--- src/shte_pkg.sv ---
package shte_pkg;

  localparam int OP_W    = 2;
  localparam int MAP_W   = 8;
  localparam int KEY_W   = 32;
  localparam int VALUE_W = 32;
  localparam int TAG_W   = MAP_W + KEY_W;
  localparam int ST_W    = 2;

  localparam logic [OP_W-1:0] OP_PUT    = 2'd0;
  localparam logic [OP_W-1:0] OP_GET    = 2'd1;
  localparam logic [OP_W-1:0] OP_FLUSH  = 2'd2;
  localparam logic [OP_W-1:0] OP_UNUSED = 2'd3;

  localparam logic [ST_W-1:0] ST_DONE      = 2'd0;
  localparam logic [ST_W-1:0] ST_DUPLICATE = 2'd1;
  localparam logic [ST_W-1:0] ST_FULL      = 2'd2;
  localparam logic [ST_W-1:0] ST_MISSING   = 2'd3;

  typedef struct packed {
    logic [OP_W-1:0]    operation;
    logic [MAP_W-1:0]   map_id;
    logic [KEY_W-1:0]   key;
    logic [VALUE_W-1:0] value;
  } in_word_t;

  typedef struct packed {
    logic [ST_W-1:0]    status;
    logic [VALUE_W-1:0] value_out;
  } out_word_t;

  typedef struct packed {
    logic load;
    logic qn;
    logic rem;
    logic rd_bucket;
    logic chk;
    logic sweep_rd;
    logic clear_wr;
    logic res_done;
    logic out_load;
  } cmd_t;

  typedef struct packed {
    logic cnt_last;
  } sts_t;

endpackage

--- src/shte_ctrl.sv ---
module shte_ctrl (
  input  logic                   clk_i,
  input  logic                   rst_ni,
  input  logic                   in_valid_i,
  input  logic [1:0]             in_op_i,
  output logic                   in_stall_o,
  input  logic                   out_stall_i,
  output logic                   out_valid_o,
  output shte_pkg::cmd_t         cmd_o,
  input  shte_pkg::sts_t         sts_i
);
  import shte_pkg::*;

  localparam logic [3:0] S_CLEAR  = 4'd0;
  localparam logic [3:0] S_IDLE   = 4'd1;
  localparam logic [3:0] S_QN     = 4'd2;
  localparam logic [3:0] S_REM    = 4'd3;
  localparam logic [3:0] S_RD     = 4'd4;
  localparam logic [3:0] S_CHK    = 4'd5;
  localparam logic [3:0] S_FL     = 4'd6;
  localparam logic [3:0] S_FL_END = 4'd7;
  localparam logic [3:0] S_DONE   = 4'd8;

  logic [3:0] state_q, state_d;
  logic       out_valid_q, out_valid_d;
  cmd_t       cmd;

  always_comb begin
    state_d     = state_q;
    cmd         = '0;
    out_valid_d = out_valid_q && out_stall_i;
    case (state_q)
      S_CLEAR: begin
        cmd.clear_wr = 1'b1;
        if (sts_i.cnt_last) state_d = S_IDLE;
      end
      S_IDLE: begin
        if (in_valid_i) begin
          cmd.load = 1'b1;
          case (in_op_i)
            OP_PUT, OP_GET: state_d = S_QN;
            OP_FLUSH:       state_d = S_FL;
            default: begin
              cmd.res_done = 1'b1;
              state_d      = S_DONE;
            end
          endcase
        end
      end
      S_QN: begin
        cmd.qn  = 1'b1;
        state_d = S_REM;
      end
      S_REM: begin
        cmd.rem = 1'b1;
        state_d = S_RD;
      end
      S_RD: begin
        cmd.rd_bucket = 1'b1;
        state_d       = S_CHK;
      end
      S_CHK: begin
        cmd.chk = 1'b1;
        state_d = S_DONE;
      end
      S_FL: begin
        cmd.sweep_rd = 1'b1;
        if (sts_i.cnt_last) state_d = S_FL_END;
      end
      S_FL_END: begin
        cmd.res_done = 1'b1;
        state_d      = S_DONE;
      end
      S_DONE: begin
        if (!out_valid_q || !out_stall_i) begin
          cmd.out_load = 1'b1;
          out_valid_d  = 1'b1;
          state_d      = S_IDLE;
        end
      end
      default: state_d = S_IDLE;
    endcase
  end

  always_ff @(posedge clk_i or negedge rst_ni) begin
    if (!rst_ni) begin
      state_q     <= S_CLEAR;
      out_valid_q <= 1'b0;
    end else begin
      state_q     <= state_d;
      out_valid_q <= out_valid_d;
    end
  end

  assign in_stall_o  = (state_q != S_IDLE);
  assign out_valid_o = out_valid_q;
  assign cmd_o       = cmd;

endmodule

--- config.mk ---
export PLATFORM = sky130hd
export DESIGN_NAME = shte_ctrl
export DESIGN_NICKNAME = d
export VERILOG_FILES = /design/src/shte_pkg.sv /design/src/shte_ctrl.sv
export SDC_FILE = /design/constraint.sdc
export NUM_CORES = 1
export LEC_CHECK = 0
export BUFFER_PORTS_ARGS = -buffer_cell sky130_fd_sc_hd__buf_2
export CAP_MARGIN = 20
export CORE_AREA = 2 2 39 41
export CTS_CLUSTER_SIZE = 28
export DETAILED_ROUTE_END_ITERATION = 16
export DIE_AREA = 0 0 41 43
export PLACE_DENSITY = 0.6
export SLEW_MARGIN = 5
export SYNTH_ARGS = -nofsm -noshare
export SYNTH_HDL_FRONTEND = slang
export SYNTH_SLANG_ARGS = --single-unit
export TNS_END_PERCENT = 50
--- constraint.sdc ---
create_clock -name clk_i -period 1.41 [get_ports clk_i]
set_clock_uncertainty 0.15 [all_clocks]
set_input_delay 0.0705 -clock clk_i [delete_from_list [all_inputs] [get_ports clk_i]]
set_output_delay 0.0705 -clock clk_i [all_outputs]
set_load 0.02 [all_outputs]
# Word level (Yosys, flattened, before mapping)
# Index checks and enable logic that the tools add are counted.
# W data, S select, Z words.
[op_classes]
n_addsub = 0
n_mul = 0
div = 0
n_lt_le_gt_ge = 0
eq_ne = 15
n_shift = 0
mux = 21
bitwise_logic = 0
n_reduce_logical = 10
[op_table]
columns = ["cell", "count"]
rows = [
  ["$pmux W4 S8", 1],
  ["$eq A4 B3 Y1 const B", 4],
  ["$mux W4", 4],
  ["$mux W1", 14],
  ["$eq A4 B2 Y1 const B", 2],
  ["$ne A2 B2 Y1 const B", 4],
  ["$pmux W4 S2", 1],
  ["$eq A4 B1 Y1 const B", 1],
  ["$eq A4 B4 Y1 const B", 1],
  ["$logic_not A4 Y1", 1],
  ["$ne A4 B1 Y1 const B", 1],
  ["$reduce_and A4 Y1", 1],
  ["$reduce_or A2 Y1", 2],
  ["$reduce_or A3 Y1", 1],
  ["$eq A2 B1 Y1 const B", 1],
  ["$eq A2 B2 Y1 const B", 1],
  ["$logic_not A1 Y1", 2],
  ["$logic_not A2 Y1", 1],
  ["$pmux W1 S2", 1],
  ["$logic_and A1 B1 Y1", 1],
  ["$logic_or A1 B1 Y1", 1],
]
[word_totals]
register_bits = 5
latchBits = 0
ram_bits = 0
rom_bits = 0
input_bits = 7
out_inout_bits = 11
wordCells = 48
n_memories = 0

# Logic depth before layout (Yosys ltp)
# Gate-level depths: netlist of the first run.
[depth]
word_depth = 5
ltp_mapped = 4

# Worst setup path before layout of the first run
# OpenSTA, ideal clock, no wires.
[synth_timing]
path_type = "reg2out"
startpoint = "register state_q[1]"
endpoint = "output port cmd_o[0] (netlist name)"
t_arrival_ns = 1.395
required_ns = 1.190
path_slack_ns = -0.205
stages_incl_launch_ff = 4
n_path_buf = 1
path_cell_list = "dfrtp_1 -> buf_6 -> or4b_4 -> a21oi_1"
[synth_rtl]
columns = ["element", "line", "source"]
rows = [
  ["from (decl)", "shte_ctrl.sv:24", "logic [3:0] state_q, state_d;"],
  ["from (signal assigned)", "shte_ctrl.sv:90", "state_q <= state_d;"],
  ["to (decl)", "shte_ctrl.sv:9", "output shte_pkg::cmd_t cmd_o,"],
]

==> results of run 1 <==
area by class of cell:
cell class,count,area [µm²]
Multi-Input combinational cell,34,258
Sequential cell,5,125
Tap cell,16,20.0
Timing Repair Buffer,32,250
Clock buffer,4,26.3
Fill cell,134,704
cell families (layout without fill, tap and decap cells):
group | count (synthesis) | count (layout)
xor gates and xnor gates | 1 | 1
and+or+nand+nor | 25 | 25
buffers and inverters | 3 | 36
DFF | 5 | 5
AOI/OAI and AO/OA | 8 | 8
routing by layer:
layer / vias up / share of wire / routed length [µm]
met5: - / 0 / 0
met4: 0 / 0.0087 / 8
met3: 2 / 0.051 / 47
met2: 12 / 0.50 / 454
met1: 193 / 0.44 / 404
li1: 214 / - / -
worst max path at each step:
stage | cells after the start | to | slack, ns | from
after floorplan | 3 | cmd_o[0] | -0.03 | state_q[1]$_DFFE_PN0P_
after global placement | 3 | cmd_o[0] | -0.01 | state_q[2]$_DFFE_PN0P_
after detailed placement | 3 | cmd_o[0] | -0.03 | state_q[2]$_DFFE_PN0P_
after CTS | 3 | cmd_o[0] | -0.23 | state_q[1]$_DFFE_PN0P_
after global routing | 3 | cmd_o[0] | -0.28 | state_q[0]$_DFFE_PN0P_
final | 3 | cmd_o[0] | -0.23 | state_q[0]$_DFFE_PN0P_
cell usage in the layout (no fill, tap or decap), types with 2 or more instances in the layout:
master / n
clkbuf_4: 3
dlygate4sd3_1: 4
nand2b_1: 2
nor2b_1: 3
dfrtp_1: 5
buf_4: 13
nand4b_1: 2
buf_2: 9
buf_6: 6
nand2_1: 5
a21oi_1: 2
flip-flops by register name, summed over array words and instances (netlist names):
name	flops
out_valid_o	1
state_q	4
power by group:
group / internal [mW] / total (mW) / switching, mW
registers: 0.209 / 0.254 / 0.0449
logic: 0.551 / 1.09 / 0.536
clock network: 0.106 / 0.157 / 0.0509
total: 0.866 / 1.50 / 0.632
through the flow:
stage	util	area (µm²)	setup TNS [ns]	hold slack [ns]	std cells
floorplan	-	369	-0.0940	-0.375	42
global placement	0.354	490	-0.0146	-0.265	77
global route	0.491	679	-1.80	0.0427	91
finish	0.491	679	-1.03	0.0179	91
detailed placement	0.354	490	-0.0358	-0.264	77
CTS	0.465	643	-1.13	0.0140	90
worst max-delay path, stage by stage, from the launching register on:
cell and delay [ns]:
dfrtp_1 0.38, or4b_4 0.55, a21oi_2 0.12, buf_4 0.15
timing repair:
item                                    in CTS  in global routing
setup buffers                                5                  2
endpoints found under the setup margin      11                 12
resized for setup                           15                  8
pin swaps                                    4                  5
hold endpoints to repair                     8                  0
hold buffers                                 4                  0
==> metrics.txt, run 1 <==
outcome=complete, but fails checks; violated checks=negative setup slack; worst r2r src=state_q[0]$_DFFE_PN0P_; Mapped Avg Cell Area=between 8 and 9 µm²; HP Class=in2async; post-DR vias/cell=4.63; Rows=14; Post-synth EDFFs=0; die height=approximately 43 µm; Clock Latency Late Sink=0.24 ns; full die area=1760 µm²; DR DRC count=0; Initial Utilization=0.264; global-route wire length before repair=approximately 1500 µm; CP required=1.19 ns; GPL Wtd Cong=around 0.7; GR Util met1=0.177; IO Pins=18; worst r2r dst=state_q[0]$_DFFE_PN0P_; number of diodes=0; CTS max path bufs=2; busiest grt layer=met1; asr flop ratio synth=1.00; PortBufs=17; Synth Area in Simple Gates=0.421; pins over their slew limit=0; initial antenna violation count=0; initial DRC count=2; predominant post-synthesis flop cell=dfrtp_1; pwr dens=~2200 nW/µm²; post-synthesis xor/xnor area fraction=0.0240; fin nets=a little over 80; GR Overflow Total=0; worst setup margin=-0.235 ns; via count=roughly 420; dpl ws=-0.0283 ns; Post-synth top cells=dfrtp_1, nand2_1, a21oi_1, nand2b_1, nor2b_1; post-synthesis cell count=between 40 and 50; area grow syn2layout=86.0%; register area share after synthesis=0.342; Total GRT Usage=0.132; Crit Path Category=reg2out; CP Capture Type=output port; top cell type's share of synthesized area=0.342; P_leak=between 0.3 and 0.4 nW; CP arrival=~1.4 ns; Clock transition at path regs=around 0.04 ns; CTS tree=yes; Worst Max-Slew Pin Slew=roughly 0.18 ns; drt wl/cell=a little over 10 µm; Peak Freq=approximately 0.6 GHz; IR drop worst, VDD=0.781 mV; Setup violations, final=10; htree depth=1; fraction of the mapped netlist area in adder cells=0; fin crit period=1.64 ns; drt total wl=roughly 920 µm; worst-path maximum fanout=2; met3 usage=0.0419; post-synthesis mux area share=0; total power=1.50 mW; Max Cap Viol=0; final period utilization=1.17; met2 usage in global routing=0.169; worst r2r path cells=4; Distinct cells, synth=22; worst reg-to-reg setup slack=-0.12 ns; largest family of logic cells by synthesized area=simple AND/OR/NAND/NOR gates; Synth Cell Area=roughly 370 µm²; TritonCTS Buffers=3; clock sink count=5; core area=about 1400 µm²; Synth area leader=dfrtp_1; largest net degree at the start of global routing=12; Worst slew margin=0.877; startpoint types=register; root buffer cell=clkbuf_4; layout cell share with drive strength beyond 1=0.547; RSZ-0062 raised after global routing=true; compound-cell area share of the yosys netlist=0.154; DP HPWL=657 µm; Synth warnings=0; chip width=~41 µm; Syn Nets=a little under 50; vias in the first global route=between 300 and 400; ANT nets after route=0; top cells by area, synth=dfrtp_1, nand2_1, nand2b_1, nor2b_1, nand4b_1; drt first pass iters=2; count of final hold-check violations=0; Seq cells post-synth=5
(Power assumes the default switching activity.)
==> run 2: changes to the inputs <==
--- a/config.mk
+++ b/config.mk
@@ -11,7 +11,7 @@
 export CTS_CLUSTER_SIZE = 28
 export DETAILED_ROUTE_END_ITERATION = 16
 export DIE_AREA = 0 0 41 43
-export PLACE_DENSITY = 0.6
+export PLACE_DENSITY = 0.58
 export SLEW_MARGIN = 5
 export SYNTH_ARGS = -nofsm -noshare
 export SYNTH_HDL_FRONTEND = slang
==> constraint.sdc (replaced) <==
create_clock -name clk_i -period 1.85 [get_ports clk_i]
set_clock_uncertainty 0.15 [all_clocks]
set_input_delay 0.0925 -clock clk_i [delete_from_list [all_inputs] [get_ports clk_i]]
set_output_delay 0.0925 -clock clk_i [all_outputs]
set_load 0.02 [all_outputs]
==> metrics.txt, run 2 (synthesis gave the netlist of run 1 again) <==
final period utilization=0.997; root buffer cell=clkbuf_4; dpl ws=0.253 ns (+0.281 ns); drt first pass iters=4 (+2); post-layout instance count excluding filler cells=82 (-9.9%); total power=0.929 mW (-38%); via count=400 (-5.0%); worst setup margin=0.00571 ns (+0.241 ns); full die area=1760 µm² (unchanged); drt total wl=970 µm (+6.0%); number of diodes=0 (unchanged); Initial Utilization=0.264 (unchanged); PortBufs=17 (unchanged); Clock transition at path regs=0.05 ns (about the same); met3 usage=0.0157 (-0.0262); GR Util met1=0.179 (+0.00210); Peak Freq=between 0.5 and 0.6 GHz; hold path cells=3; worst reg-to-reg setup slack=0.34 ns (+0.46 ns); initial DRC count=5 (+3); pins over their slew limit=0 (unchanged); startpoint types=register; CP required=1.61 ns (+0.42 ns); CTS tree=yes; TritonCTS Buffers=3 (unchanged); post-DR vias/cell=4.88 (+5.4%); Setup violations, final=0 (-10); chip width=41 µm (unchanged); clock sink count=5 (unchanged); GR Overflow Total=0 (unchanged); largest net degree at the start of global routing=12 (unchanged); vias in the first global route=339 (-11%); layout cell share with drive strength beyond 1=0.409 (-0.138); worst r2r src=state_q[0]$_DFFE_PN0P_; hold path start=sts_i; max reg flops=4 (unchanged); CP arrival=1.60 ns (+0.18 ns); Max Cap Viol=0 (unchanged); worst-path maximum fanout=9 (+7); busiest grt layer=met1; worst r2r path cells=3 (-1); GPL Wtd Cong=0.726 (+2.9%); IR drop worst, VDD=0.466 mV (-40%); htree depth=1 (unchanged); Crit Path Category=reg2out; count of final hold-check violations=0 (unchanged); commonest non-fill, non-tap cells in the layout=buf_2, nand2_1, buf_4; post-route cell area=533 µm² (-22%); fin nets=74 (-11%); Worst Max-Slew Pin Slew=0.227 ns (+0.0440 ns); IO Pins=18 (unchanged); core area=1380 µm² (unchanged); DR DRC count=0 (unchanged); placed cell count=74 (-3.9%); outcome=completed; initial antenna violation count=0 (unchanged); pwr dens=1740 nW/µm² (-21%); worst r2r dst=state_q[0]$_DFFE_PN0P_; global-route wire length before repair=1400 µm (-6.5%); commonest non-fill, non-tap cell in the layout=buf_2; P_leak=0.275 nW (-17%); area grow syn2layout=45.9%; fin crit period=1.84 ns; Hold Crit Endpoint=state_q[0]$_DFFE_PN0P_; CP Capture Type=output port; HP Class=in2reg; die height=43 µm (unchanged); Clock Latency Late Sink=0.23 ns (about the same); CTS max path bufs=2 (unchanged); setup TNS=0 ns (+1.03 ns); Reg with most FFs=state_q; Cell Area, Placed=464 µm² (-5.4%); ANT nets after route=0 (unchanged); DP HPWL=661 µm (+0.61%); Total GRT Usage=0.112 (-0.0204); met2 usage in global routing=0.147 (-0.0219); final core occ=0.385 (-0.106); Worst slew margin=0.847 (-0.0297); Rows=14 (unchanged); Worst Hold Slack=0.0222 ns (+0.00437 ns); drt wl/cell=11.8 µm (+18%)
[run 2: worst max path at each step]
| stage | start | end | slack [ns] | depth (start not counted) |
|---|---|---|---|---|
| 4_1_cts | state_q[1]$_DFFE_PN0P_ | cmd_o[0] | 0.02 | 3 |
| 3_3_place_gp | state_q[1]$_DFFE_PN0P_ | cmd_o[0] | 0.27 | 3 |
| 3_5_place_dp | state_q[1]$_DFFE_PN0P_ | cmd_o[0] | 0.25 | 3 |
| 2_1_floorplan | state_q[1]$_DFFE_PN0P_ | cmd_o[0] | 0.21 | 3 |
| 5_1_grt | state_q[0]$_DFFE_PN0P_ | cmd_o[0] | -0.04 | 3 |
| 6_report | state_q[0]$_DFFE_PN0P_ | cmd_o[0] | 0.006 | 3 |
[run 2: critical path, cell delays in order (launching register included)]
cell     delay [ns]
dfrtp_2        0.45
or4b_4         0.56
a21oi_1        0.18
buf_4          0.18
[run 2: area by class of cell]
| cell class | count | area (µm²) |
|---|---|---|
| clock buffer | 4 | 26.3 |
| fill | 153 | 851 |
| multi-input combinational | 34 | 219 |
| sequential | 5 | 128 |
| tap | 16 | 20.0 |
| timing repair buffer | 23 | 140 |
[run 2: power breakdown]
group | total [mW] | switching, mW | internal [mW] | leakage, nW
registers | 0.217 | 0.0538 | 0.163 | 0.0629
logic | 0.585 | 0.341 | 0.244 | 0.197
clock network | 0.127 | 0.0453 | 0.0816 | 0.0150
[run 2: timing repair]
item / 4_1_cts / 5_1_grt
endpoints found under the setup margin: 1 / 1
hold buffers: 3 / 0
buffers inserted: 0 / 1
gates resized for setup: 1 / 2
hold endpoints to repair: 7 / 0
cloned: 0 / 0
[run 2: routing by layer]
metal  up-vias  share of wire
met5         -              0
met4         0              0
met3         0          0.055
met2        16           0.48
met1       187           0.47
li1        197              -
==> run 3: changes to the inputs <==
--- a/config.mk
+++ b/config.mk
@@ -11,7 +11,8 @@
 export CTS_CLUSTER_SIZE = 28
 export DETAILED_ROUTE_END_ITERATION = 16
 export DIE_AREA = 0 0 41 43
-export PLACE_DENSITY = 0.58
+export PLACE_DENSITY = 0.6
+export SETUP_SLACK_MARGIN = 0.5
 export SLEW_MARGIN = 5
 export SYNTH_ARGS = -nofsm -noshare
 export SYNTH_HDL_FRONTEND = slang
==> constraint.sdc (replaced) <==
create_clock -name clk_i -period 1.55 [get_ports clk_i]
set_clock_uncertainty 0.15 [all_clocks]
set_input_delay 0.0775 -clock clk_i [delete_from_list [all_inputs] [get_ports clk_i]]
set_output_delay 0.0775 -clock clk_i [all_outputs]
set_load 0.02 [all_outputs]
==> metrics.txt, run 3 (synthesis gave the netlist of run 1 again) <==
RSZ-0062 raised after global routing=true; clock sink count=5 (unchanged); final period utilization=1.07; worst r2r path cells=4 (+1); largest net degree at the start of global routing=12 (unchanged); PortBufs=17 (unchanged); Total GRT Usage=0.126 (+0.0144); commonest non-fill, non-tap cells in the layout=buf_6, buf_4, buf_2; final core occ=0.517 (+0.132); worst r2r dst=state_q[0]$_DFFE_PN0P_; die height=43 µm (unchanged); count of final hold-check violations=0 (unchanged); startpoint types=register; IO Pins=18 (unchanged); htree depth=1 (unchanged); Setup violations, final=4 (+4); worst-path maximum fanout=2 (-7); IR drop worst, VDD=0.851 mV (+83%); Clock Latency Late Sink=0.24 ns (about the same); GR Overflow Total=0 (unchanged); CTS tree=yes; HP Class=in2reg; Clock transition at path regs=0.04 ns (about the same); layout cell share with drive strength beyond 1=0.622 (+0.213); violated checks=negative setup slack; Reg with most FFs=state_q; root buffer cell=clkbuf_4; vias in the first global route=389 (+15%); Worst slew margin=0.821 (-0.0266); Crit Path Category=reg2out; initial DRC count=2 (-3); commonest non-fill, non-tap cell in the layout=buf_6; post-route cell area=716 µm² (+34%); DP HPWL=653 µm (-1.2%); chip width=41 µm (unchanged); outcome=complete, but fails checks; number of diodes=0 (unchanged); Worst Max-Slew Pin Slew=0.268 ns (+0.0415 ns); core area=1380 µm² (unchanged); worst setup margin=-0.107 ns (-0.112 ns); fin crit period=about 1.7 ns; pwr dens=2080 nW/µm² (+19%); Worst Hold Slack=0.00680 ns (-0.0154 ns); Rows=14 (unchanged); TritonCTS Buffers=3 (unchanged); fin nets=82 (+11%); CP arrival=1.43 ns (-0.17 ns); area grow syn2layout=95.9%; drt first pass iters=3 (-1); via count=426 (+6.5%); max reg flops=4 (unchanged); DR DRC count=0 (unchanged); initial antenna violation count=0 (unchanged); post-DR vias/cell=4.73 (-3.0%); Hold Crit Endpoint=state_q[0]$_DFFE_PN0P_; global-route wire length before repair=1450 µm (+3.5%); Initial Utilization=0.264 (unchanged); P_leak=0.347 nW (+26%); CP Capture Type=output port; Cell Area, Placed=488 µm² (+5.1%); drt total wl=1090 µm (+12%); CTS max path bufs=2 (unchanged); pins over their slew limit=0 (unchanged); GPL Wtd Cong=0.695 (-4.3%); Peak Freq=0.604 GHz; Max Cap Viol=0 (unchanged); worst r2r src=state_q[2]$_DFFE_PN0P_; worst reg-to-reg setup slack=-0.01 ns (-0.35 ns); hold path cells=3 (unchanged); CP required=1.32 ns (-0.29 ns); hold path start=sts_i; full die area=1760 µm² (unchanged); ANT nets after route=0 (unchanged); drt wl/cell=12.1 µm (+1.9%)
[run 3: cell types whose count changed in the layout (fill, tap and decap cells not counted), sizes merged]
cell and delta:
buf +9, dlygate4sd3 -1
[run 3: how the worst max path moves through the flow]
| stage | from | endpoint | slack (ns) |
|---|---|---|---|
| after CTS | state_q[1]$_DFFE_PN0P_ | cmd_o[0] | -0.10 |
| after global routing | state_q[2]$_DFFE_PN0P_ | cmd_o[0] | -0.13 |
| after global placement | state_q[2]$_DFFE_PN0P_ | cmd_o[0] | 0.12 |
| after detailed placement | state_q[2]$_DFFE_PN0P_ | cmd_o[0] | 0.10 |
| after floorplan | state_q[1]$_DFFE_PN0P_ | cmd_o[0] | 0.1 |
| final | state_q[2]$_DFFE_PN0P_ | cmd_o[0] | -0.11 |
[run 3: layout make-up]
cell class / instances / area [µm²]
Timing Repair Buffer: 31 / 263
Sequential cell: 5 / 125
Multi-Input combinational cell: 34 / 282
Tap cell: 16 / 20.0
Fill cell: 135 / 668
Clock buffer: 4 / 26.3
[run 3: where the power goes]
group	leakage [nW]	internal, mW	total (mW)	switching (mW)
registers	0.0654	0.190	0.232	0.0418
logic	0.267	0.567	1.11	0.541
clock network	0.0150	0.0970	0.145	0.0483
[run 3: per-stage QoR]
stage               instances  power, mW  setup WS, ns  setup TNS (ns)
floorplan                  42      0.751        0.0985               0
global placement           76      0.954         0.119               0
detailed placement         76      0.964         0.104               0
CTS                        87       1.33        -0.105          -0.167
global route               90       1.58        -0.134          -0.577
finish                     90       1.49        -0.107          -0.154
[run 3: worst max-delay path, stage by stage (launching register included)]
cell and delay [ns]:
dfrtp_1 0.39, or4b_4 0.55, a21oi_2 0.11, buf_4 0.14
[run 3: repair_timing]
| item | CTS | global route |
|---|---|---|
| pin swaps | 4 | 6 |
| hold buffers | 2 | 0 |
| resized for setup | 22 | 12 |
| endpoints found under the setup margin | 15 | 16 |
| buffers inserted | 5 | 3 |
| cloned | 0 | 0 |
| endpoints found under the hold margin | 8 | 0 |
[run 3: layer usage]
layer,up-vias,share of wire,GRT usage
li1,214,-,-
met1,202,0.40,0.128
met2,10,0.56,0.191
met3,0,0.037,0.0262
met4,0,0,0.133
met5,-,0,0
